--- src/hw/rtl/bounded_lifo_stack_core_macros.svh ---
// assertion macros shared by the stack rtl
`ifndef BOUNDED_LIFO_STACK_CORE_MACROS_SVH
`define BOUNDED_LIFO_STACK_CORE_MACROS_SVH

// same-cycle implication, checked on every clock edge outside reset
`define BLS_ASSERT_NOW(lbl, ante, cons, msg) \
    lbl: assert property (@(posedge i_clk) disable iff (!i_rst_n) \
        (ante) |-> (cons)) else $error(msg);

// next-cycle implication
`define BLS_ASSERT_NEXT(lbl, ante, cons, msg) \
    lbl: assert property (@(posedge i_clk) disable iff (!i_rst_n) \
        (ante) |=> (cons)) else $error(msg);

`endif

--- src/hw/rtl/bls_pkg.sv ---
`timescale 1ns / 1ps

package bls_pkg;

    localparam int DEPTH_DEFAULT = 64;
    localparam int WORD_W        = 32;
    localparam int FILL_W        = 7;
    localparam int IDX_W         = 6;

    localparam logic [1:0] REQ_PUSH = 2'd0;
    localparam logic [1:0] REQ_POP  = 2'd1;
    localparam logic [1:0] REQ_LIST = 2'd2;

    localparam logic [1:0] STATUS_OK    = 2'd0;
    localparam logic [1:0] STATUS_FULL  = 2'd1;
    localparam logic [1:0] STATUS_EMPTY = 2'd2;

    typedef enum logic {
        ST_IDLE,
        ST_LIST
    } t_state;

    typedef struct packed {
        logic push;
        logic pop;
        logic rotate;
    } t_cell_ctl;

endpackage

--- src/hw/rtl/bls_if.sv ---
`timescale 1ns / 1ps

interface bls_req_if;
    logic                               valid;
    logic                               ready;
    logic [1:0]                         req_type;
    logic signed [bls_pkg::WORD_W-1:0]  push_value;

    modport source (output valid, output req_type, output push_value, input ready);
    modport sink   (input valid, input req_type, input push_value, output ready);
endinterface

interface bls_rsp_if;
    logic                               valid;
    logic                               ready;
    logic [1:0]                         status;
    logic signed [bls_pkg::WORD_W-1:0]  data_value;
    logic [bls_pkg::IDX_W-1:0]          entry_index;
    logic                               last_flag;

    modport source (output valid, output status, output data_value,
                    output entry_index, output last_flag, input ready);
    modport sink   (input valid, input status, input data_value,
                    input entry_index, input last_flag, output ready);
endinterface

--- src/hw/rtl/bls_cell.sv ---
`timescale 1ns / 1ps

module bls_cell (
    input  logic                              i_clk,
    input  logic                              i_rst_n,
    input  bls_pkg::t_cell_ctl                i_ctl,
    input  logic signed [bls_pkg::WORD_W-1:0] i_above_data,
    input  logic                              i_above_valid,
    input  logic signed [bls_pkg::WORD_W-1:0] i_below_data,
    input  logic                              i_below_valid,
    input  logic signed [bls_pkg::WORD_W-1:0] i_top_data,
    output logic signed [bls_pkg::WORD_W-1:0] o_data,
    output logic                              o_valid
);

    logic signed [bls_pkg::WORD_W-1:0] r_data, n_data;
    logic                              r_valid, n_valid;

    always_comb begin
        n_data  = r_data;
        n_valid = r_valid;
        if (i_ctl.push) begin
            n_data  = i_above_data;
            n_valid = i_above_valid;
        end else if (i_ctl.pop) begin
            n_data  = i_below_data;
            n_valid = i_below_valid;
        end else if (i_ctl.rotate && r_valid) begin
            // the deepest filled cell wraps around to the old top
            n_data = i_below_valid ? i_below_data : i_top_data;
        end
    end

    always_ff @(posedge i_clk) begin
        r_data <= n_data;
    end

    always_ff @(posedge i_clk) begin
        if (!i_rst_n) begin
            r_valid <= 1'b0;
        end else begin
            r_valid <= n_valid;
        end
    end

    assign o_data  = r_data;
    assign o_valid = r_valid;

endmodule

--- src/hw/rtl/bounded_lifo_stack_core.sv ---
`timescale 1ns / 1ps
// bounded lifo stack of signed 32-bit words, up to DEPTH entries
// request channel i_req carries req_type (push, pop, list) and push_value;
// response channel o_rsp returns status, data_value, entry_index, last_flag.
// push and pop give one result each, registered and shown in the cycle
// after the item is taken, and a new push or pop can be taken every cycle
// while the response register is free or being drained in the same cycle.
// list on a non-empty stack enters the listing state, then gives one
// entry per cycle while o_rsp is free, top first; the stack rotates
// through its row of cells so each entry reaches the top cell in turn,
// and i_req.ready stays low meanwhile. list on an empty stack, and push
// full or pop empty, return a single error result. req_type 3 is dropped
// with no result. a stalled o_rsp holds its item and backpressures i_req
// (or the listing). synchronous active-low reset empties the stack and drops
// any pending result; stored words are not cleared.
`include "bounded_lifo_stack_core_macros.svh"

module bounded_lifo_stack_core #(
    parameter int DEPTH = bls_pkg::DEPTH_DEFAULT
) (
    input  logic      i_clk,
    input  logic      i_rst_n,
    bls_req_if.sink   i_req,
    bls_rsp_if.source o_rsp
);

    bls_pkg::t_state    r_state, n_state;
    logic [bls_pkg::FILL_W-1:0] r_fill, n_fill;
    logic [bls_pkg::IDX_W-1:0]  r_list_idx, n_list_idx;

    logic                              r_out_valid, n_out_valid;
    logic [1:0]                        r_status, n_status;
    logic signed [bls_pkg::WORD_W-1:0] r_data, n_data;
    logic [bls_pkg::IDX_W-1:0]         r_index, n_index;
    logic                              r_last, n_last;

    bls_pkg::t_cell_ctl                w_ctl;
    logic signed [bls_pkg::WORD_W-1:0] w_data  [DEPTH];
    logic                              w_valid [DEPTH];

    logic w_out_free;
    logic w_accept;

    assign w_out_free = !r_out_valid || o_rsp.ready;
    assign i_req.ready = (r_state == bls_pkg::ST_IDLE) && w_out_free;
    assign w_accept = i_req.valid && i_req.ready;

    // cell 0 is the top of the stack
    for (genvar gi = 0; gi < DEPTH; gi++) begin : g_cell
        bls_cell u_cell (
            .i_clk         (i_clk),
            .i_rst_n       (i_rst_n),
            .i_ctl         (w_ctl),
            .i_above_data  ((gi == 0) ? i_req.push_value : w_data[(gi == 0) ? 0 : gi - 1]),
            .i_above_valid ((gi == 0) ? 1'b1 : w_valid[(gi == 0) ? 0 : gi - 1]),
            .i_below_data  ((gi == DEPTH - 1) ? '0
                            : w_data[(gi == DEPTH - 1) ? gi : gi + 1]),
            .i_below_valid ((gi == DEPTH - 1) ? 1'b0
                            : w_valid[(gi == DEPTH - 1) ? gi : gi + 1]),
            .i_top_data    (w_data[0]),
            .o_data        (w_data[gi]),
            .o_valid       (w_valid[gi])
        );
    end

    always_comb begin
        n_state     = r_state;
        n_fill      = r_fill;
        n_list_idx  = r_list_idx;
        n_out_valid = r_out_valid && !o_rsp.ready;
        n_status    = r_status;
        n_data      = r_data;
        n_index     = r_index;
        n_last      = r_last;
        w_ctl       = '0;

        unique case (r_state)
            bls_pkg::ST_IDLE: begin
                if (w_accept) begin
                    unique case (i_req.req_type)
                        bls_pkg::REQ_PUSH: begin
                            n_out_valid = 1'b1;
                            n_data      = '0;
                            n_index     = '0;
                            n_last      = 1'b1;
                            if (r_fill == bls_pkg::FILL_W'(DEPTH)) begin
                                n_status = bls_pkg::STATUS_FULL;
                            end else begin
                                n_status  = bls_pkg::STATUS_OK;
                                w_ctl.push = 1'b1;
                                n_fill    = r_fill + 1'b1;
                            end
                        end
                        bls_pkg::REQ_POP: begin
                            n_out_valid = 1'b1;
                            n_last      = 1'b1;
                            if (r_fill == '0) begin
                                n_status = bls_pkg::STATUS_EMPTY;
                                n_data   = '0;
                                n_index  = '0;
                            end else begin
                                n_status  = bls_pkg::STATUS_OK;
                                n_data    = w_data[0];
                                n_index   = bls_pkg::IDX_W'(r_fill - 1'b1);
                                w_ctl.pop = 1'b1;
                                n_fill    = r_fill - 1'b1;
                            end
                        end
                        bls_pkg::REQ_LIST: begin
                            if (r_fill == '0) begin
                                n_out_valid = 1'b1;
                                n_status    = bls_pkg::STATUS_EMPTY;
                                n_data      = '0;
                                n_index     = '0;
                                n_last      = 1'b1;
                            end else begin
                                n_state    = bls_pkg::ST_LIST;
                                n_list_idx = bls_pkg::IDX_W'(r_fill - 1'b1);
                            end
                        end
                        default: begin
                        end
                    endcase
                end
            end
            bls_pkg::ST_LIST: begin
                if (w_out_free) begin
                    n_out_valid  = 1'b1;
                    n_status     = bls_pkg::STATUS_OK;
                    n_data       = w_data[0];
                    n_index      = r_list_idx;
                    n_last       = (r_list_idx == '0);
                    w_ctl.rotate = 1'b1;
                    if (r_list_idx == '0) begin
                        n_state = bls_pkg::ST_IDLE;
                    end else begin
                        n_list_idx = r_list_idx - 1'b1;
                    end
                end
            end
            default: begin
                n_state = bls_pkg::ST_IDLE;
            end
        endcase
    end

    always_ff @(posedge i_clk) begin
        if (!i_rst_n) begin
            r_state     <= bls_pkg::ST_IDLE;
            r_fill      <= '0;
            r_list_idx  <= '0;
            r_out_valid <= 1'b0;
        end else begin
            r_state     <= n_state;
            r_fill      <= n_fill;
            r_list_idx  <= n_list_idx;
            r_out_valid <= n_out_valid;
        end
    end

    always_ff @(posedge i_clk) begin
        r_status <= n_status;
        r_data   <= n_data;
        r_index  <= n_index;
        r_last   <= n_last;
    end

    assign o_rsp.valid       = r_out_valid;
    assign o_rsp.status      = r_status;
    assign o_rsp.data_value  = r_data;
    assign o_rsp.entry_index = r_index;
    assign o_rsp.last_flag   = r_last;

    `BLS_ASSERT_NOW(a_fill_bounded, 1'b1, r_fill <= bls_pkg::FILL_W'(DEPTH),
        "fill count above depth")
    `BLS_ASSERT_NOW(a_top_valid_matches_fill, 1'b1, w_valid[0] == (r_fill != '0),
        "top cell valid disagrees with fill count")
    `BLS_ASSERT_NEXT(a_push_grows,
        w_accept && i_req.req_type == bls_pkg::REQ_PUSH
            && r_fill != bls_pkg::FILL_W'(DEPTH),
        r_fill == $past(r_fill) + 1'b1, "accepted push did not grow the stack")
    `BLS_ASSERT_NOW(a_list_idx_in_range, r_state == bls_pkg::ST_LIST,
        {1'b0, r_list_idx} < r_fill, "list index beyond filled cells")

endmodule
--- src/flat_wrapper.sv ---
// flat-port wrapper written by rule: the top's interface ports become plain ports
module bounded_lifo_stack_core_flat 
#(
    parameter int DEPTH = bls_pkg::DEPTH_DEFAULT
)
  (i_clk, i_rst_n, i_req_valid, i_req_req_type, i_req_push_value, i_req_ready, o_rsp_valid, o_rsp_status, o_rsp_data_value, o_rsp_entry_index, o_rsp_last_flag, o_rsp_ready);
  bls_req_if i_req_i ();
  bls_rsp_if o_rsp_i ();
  input  logic i_clk;
  input  logic i_rst_n;
  input wire logic [$bits(i_req_i.valid)-1:0] i_req_valid;
  input wire logic [$bits(i_req_i.req_type)-1:0] i_req_req_type;
  input wire logic [$bits(i_req_i.push_value)-1:0] i_req_push_value;
  output wire logic [$bits(i_req_i.ready)-1:0] i_req_ready;
  output wire logic [$bits(o_rsp_i.valid)-1:0] o_rsp_valid;
  output wire logic [$bits(o_rsp_i.status)-1:0] o_rsp_status;
  output wire logic [$bits(o_rsp_i.data_value)-1:0] o_rsp_data_value;
  output wire logic [$bits(o_rsp_i.entry_index)-1:0] o_rsp_entry_index;
  output wire logic [$bits(o_rsp_i.last_flag)-1:0] o_rsp_last_flag;
  input wire logic [$bits(o_rsp_i.ready)-1:0] o_rsp_ready;
  assign i_req_i.valid = i_req_valid;
  assign i_req_i.req_type = i_req_req_type;
  assign i_req_i.push_value = i_req_push_value;
  assign i_req_ready = i_req_i.ready;
  assign o_rsp_valid = o_rsp_i.valid;
  assign o_rsp_status = o_rsp_i.status;
  assign o_rsp_data_value = o_rsp_i.data_value;
  assign o_rsp_entry_index = o_rsp_i.entry_index;
  assign o_rsp_last_flag = o_rsp_i.last_flag;
  assign o_rsp_i.ready = o_rsp_ready;
  bounded_lifo_stack_core #(.DEPTH(DEPTH)) u_core (.i_clk(i_clk), .i_rst_n(i_rst_n), .i_req(i_req_i), .o_rsp(o_rsp_i));
endmodule
--- config.mk ---
export PLATFORM = sky130hd
export DESIGN_NAME = bounded_lifo_stack_core_flat
export DESIGN_NICKNAME = d
export VERILOG_FILES = /design/src/hw/rtl/bls_pkg.sv /design/src/hw/rtl/bls_if.sv /design/src/hw/rtl/bls_cell.sv /design/src/hw/rtl/bounded_lifo_stack_core.sv /design/src/flat_wrapper.sv
export VERILOG_INCLUDE_DIRS = /design/src /design/src/hw/rtl
export SDC_FILE = /design/constraint.sdc
export NUM_CORES = 2
export LEC_CHECK = 0
export ABC_CLOCK_PERIOD_IN_PS = 4400
export BUFFER_PORTS_ARGS = -buffer_cell sky130_fd_sc_hd__buf_2
export CAP_MARGIN = 20
export CORE_MARGIN = 4
export CORE_UTILIZATION = 56
export CTS_CLUSTER_SIZE = 30
export DETAILED_ROUTE_END_ITERATION = 10
export PLACE_DENSITY = 0.78
export REMOVE_ABC_BUFFERS = 1
export SETUP_SLACK_MARGIN = 0.02
export SLEW_MARGIN = 15
export SYNTH_ARGS = -nofsm -noshare
export SYNTH_HDL_FRONTEND = slang
export SYNTH_SLANG_ARGS = --single-unit
--- constraint.sdc ---
create_clock -name i_clk -period 4.4 [get_ports i_clk]
set_clock_uncertainty 0.1 [all_clocks]
set_input_delay 0.88 -clock i_clk [delete_from_list [all_inputs] [get_ports i_clk]]
set_output_delay 0.88 -clock i_clk [all_outputs]
set_load 0.03 [all_outputs]
==> impl_metrics.toml <==
[sta]
drv_slew = 0
fin_crit_sh_pct = 87.0
tightest_slew_ns = 1.21
fin_crit_ns = 3.83
finalSetupTns_ns = 0
rsz0062_at_grt = "false"
setup_viol = 0
relSlewSlack_pct = 19.6
fmaxAchievable_mhz = 261
hold_viol_final = 0

[routing]
wl_mm = 289
drtAntennaViolNets = 0
drc = 1
vias = 76244
routed_via_density = 6.26
drt_iter0_markers = 8247
drtPass1Iterations = 11
wl_per_cell_um = 23.7

[critical_path]
critPathArrivalTime_ns = 4.31
start_kind = "flop"
crit_cells = 9
slowest_stage = "a21oi_4"
max_stage_delay_ns = 0.85
critPathLaunch = "u_core.r_fill[0]"
critPathBufInv = 3
reg2reg_depth = 9
r2r_start = "u_core.r_fill[0]"
crit_required_ns = 4.88
crit_fanout = 29
cp_cell_sequence = "inv_1, ha_1, nor3b_4, nand2_8, buf_12, a21oi_4, buf_4, mux2i_1, o21ai_1"
rrSetupSlack_ns = 0.57
critPathKind = "reg -> reg"
crit_path_end_kind = "flop"
cp_top_family = "compound AO/OA/AOI/OAI gates"

[layout]
multiInputGateArea_um2 = 41600
fin_area_um2 = 120000
drive_gt1_share_pct = 8.37
area_growth_pct = 8.13
nets = 9407
finalNonFillerCells = 12176
seqCellArea_um2 = 64300
finish.utilization_pct = 60.9
fillers = 15388

[global_route]
grt_pass1_wl_mm = 442
grt_overflow = 0
grt_max_degree = 209
grt_use_total_pct = 27.1
antenna_found_initial = 1
grt_pass1_vias = 77961

[logic_synthesis]
synth_ff_type = "edfxtp_1"
synth_area_leaders = "edfxtp_1, mux2i_1, o21ai_1, nand2_1, buf_6"
synth-compound-area-share_pct = 10.8
synth-edff-count = 2089
yosys.area_share.simple_pct = 7.93
synth-xor-area-share_pct = 0.0710
ys_ff_latch = 2168
ys_seq_area_share_pct = 57.9
synthAdderAreaFrac_pct = 0.101
synth_top_area_share_pct = 56.5
yosys_warnings = 0
syn_inst = 9680
syn_area_um2 = 111000
synth_top_family_by_area = "multiplexers"
yosysTopAreaCell = "edfxtp_1"
ys_types = 52
syn_area_per_cell_um2 = 11.5
ys_async_sr_fraction_pct = 0
synth_mux_area_share_pct = 18.5

[placement]
dp_cells = 11784
gp_congestion = 0.922
numPortBuffers = 80
post_dp_cell_area_um2 = 113000
post-dp-hpwl_mm = 187

[floorplan]
die_width_um = 453
fp.dieH_um = 453
num_io_pins = 81
coreArea_um2 = 197000
num_rows = 163
die_area_um2 = 205000
start_util_pct = 56.3

[clocking]
clk_pin_slew_ns = 0.06
postCtsSetupBuffers = 0
clock_path_buffers = 3
cts_tree = "done"
clkLatencyLatePin_ns = 0.84
numCtsBuffers = 211
root_buffer = "clkbuf_16"
cts_resized = 0
cts_sinks = 2168
htreeDepth = 4
cts-hold-fix-buffers = 0

[power_and_ir_drop]
power.density_nw_per_um2 = 428
p_leak_nw = 50.1
peakVddDrop_mv = 0.430
fin_total_pwr_w = 0.0514

[worst_hold_path]
hold_path_startpoint = "i_req_push_value[21]"
worstHoldPathType = "in -> reg"
holdPathStages = 3

[run_status]
run_status = "finished, violations left"
violations = "DRC"

[job]
maxCapViolations = 0
routing by layer:
layer	vias up	GRT usage, %	wire length, um
met4	0	12.5	13700
met2	3275	46.3	143000
met3	767	4.11	20000
met1	37806	34.2	112000
met5	-	0	0
li1	34396	-	-
kinds of logic after synthesis:
family,after synthesis
xor+xnor,9
fa+ha+maj,9
mux,2051
simple gates,2292
compound gates,2214
buf+inv,937
flops,2168
cell usage after synthesis (2+ instances only):
master    instances
nand2_1        2199
xor2_1            7
buf_4            72
o31ai_1           4
buf_6           146
inv_1             9
mux2i_1        2017
nor3b_1           4
o21ai_0         130
mux2_2           33
a21oi_2           2
or3_1             2
a22o_1           32
a21oi_1          79
nor3_1            8
nand4b_1          2
buf_2           221
o21ai_1        1887
ha_1              9
buf_1            89
o22ai_1           2
a211oi_1          3
edfxtp_1       2089
xnor2_1           2
a31oi_1           2
nand3_1          11
clkbuf_1        399
dfxtp_1          79
o211ai_1          3
nor2_1           22
nor2b_1          34
nand2_4           2
a21oi_4          61
layout make-up:
type                            instances  share of cell area (%)
Sequential cell                      2168                    53.6
Inverter                               10                  0.0313
Multi-Input combinational cell       6575                    34.6
Antenna cell                            1                 0.00208
Clock inverter                        104                   0.857
Tap cell                             2640                    2.75
Clock buffer                          284                    4.82
Timing Repair Buffer                  394                    3.33
layout by cell type (no fill, tap or decap), types with 2 or more instances in the layout:
cell type | synthesis | routed
nand2_1 | 2199 | 2199
edfxtp_1 | 2089 | 2089
mux2i_1 | 2017 | 2017
o21ai_1 | 1887 | 1887
clkbuf_16 | 0 | 216
buf_4 | 72 | 215
o21ai_0 | 130 | 130
buf_12 | 0 | 97
buf_2 | 221 | 80
dfxtp_1 | 79 | 79
a21oi_1 | 79 | 78
a21oi_4 | 61 | 63
clkbuf_1 | 399 | 56
clkinv_1 | 1 | 36
nor2b_1 | 34 | 34
mux2_2 | 33 | 33
a22o_1 | 32 | 32
clkinv_2 | 0 | 31
nor2_1 | 22 | 21
bufinv_16 | 0 | 18
clkbuf_8 | 0 | 12
nand3_1 | 11 | 11
inv_1 | 9 | 9
ha_1 | 9 | 9
nor3_1 | 8 | 8
inv_6 | 0 | 8
clkinvlp_4 | 0 | 8
xor2_1 | 7 | 7
o31ai_1 | 4 | 4
nor3b_1 | 4 | 3
o211ai_1 | 3 | 3
a211oi_1 | 3 | 3
a31oi_1 | 2 | 2
or3_1 | 2 | 2
xnor2_1 | 2 | 2
o22ai_1 | 2 | 2
nand4b_1 | 2 | 2
clkinv_8 | 0 | 2
power by group:
group          switching, W  leakage, nW  total, W  internal (W)
logic               0.00463         26.8   0.00735       0.00272
registers          0.000993         20.0    0.0258        0.0249
clock network       0.00793         3.31    0.0182        0.0102
total                0.0135         50.1    0.0514        0.0378
path summary, 6_finish.rpt:
kind / end
hold reg to reg: u_core.r_list_idx[1]
setup reg to reg: u_core.g_cell[37].u_cell.o_data[24]
setup / recovery: u_core.g_cell[37].u_cell.o_data[24]
hold / removal: u_core.g_cell[0].u_cell.o_data[21]
registers in the layout, summed over array words and instances (netlist names):
signal and cells:
u_core.g_cell.u_cell.o_data 2048, u_core.g_cell.u_cell.o_valid 64, u_core.o_rsp.data_value 32, u_core.r_fill 7, u_core.o_rsp.entry_index 6, u_core.r_list_idx 6
u_core.o_rsp.status 2, u_core.o_rsp.last_flag 1, u_core.o_rsp.valid 1, u_core.r_state 1
metrics by stage:
stage | hold slack, ns | setup slack [ns]
6_report | 0.217 | 0.572
4_1_cts | 0.168 | 0.652
3_5_place_dp | 0.383 | 0.655
5_1_grt | 0.198 | 0.456
2_1_floorplan | 0.358 | -146.13
3_3_place_gp | 0.371 | 0.755
tightest hold or removal path, stage by stage:
cell     delay (ns)
buf_2          0.08
nand2_1        0.04
nand2_1        0.04
Note: power is estimated with default switching activity, not from simulation.
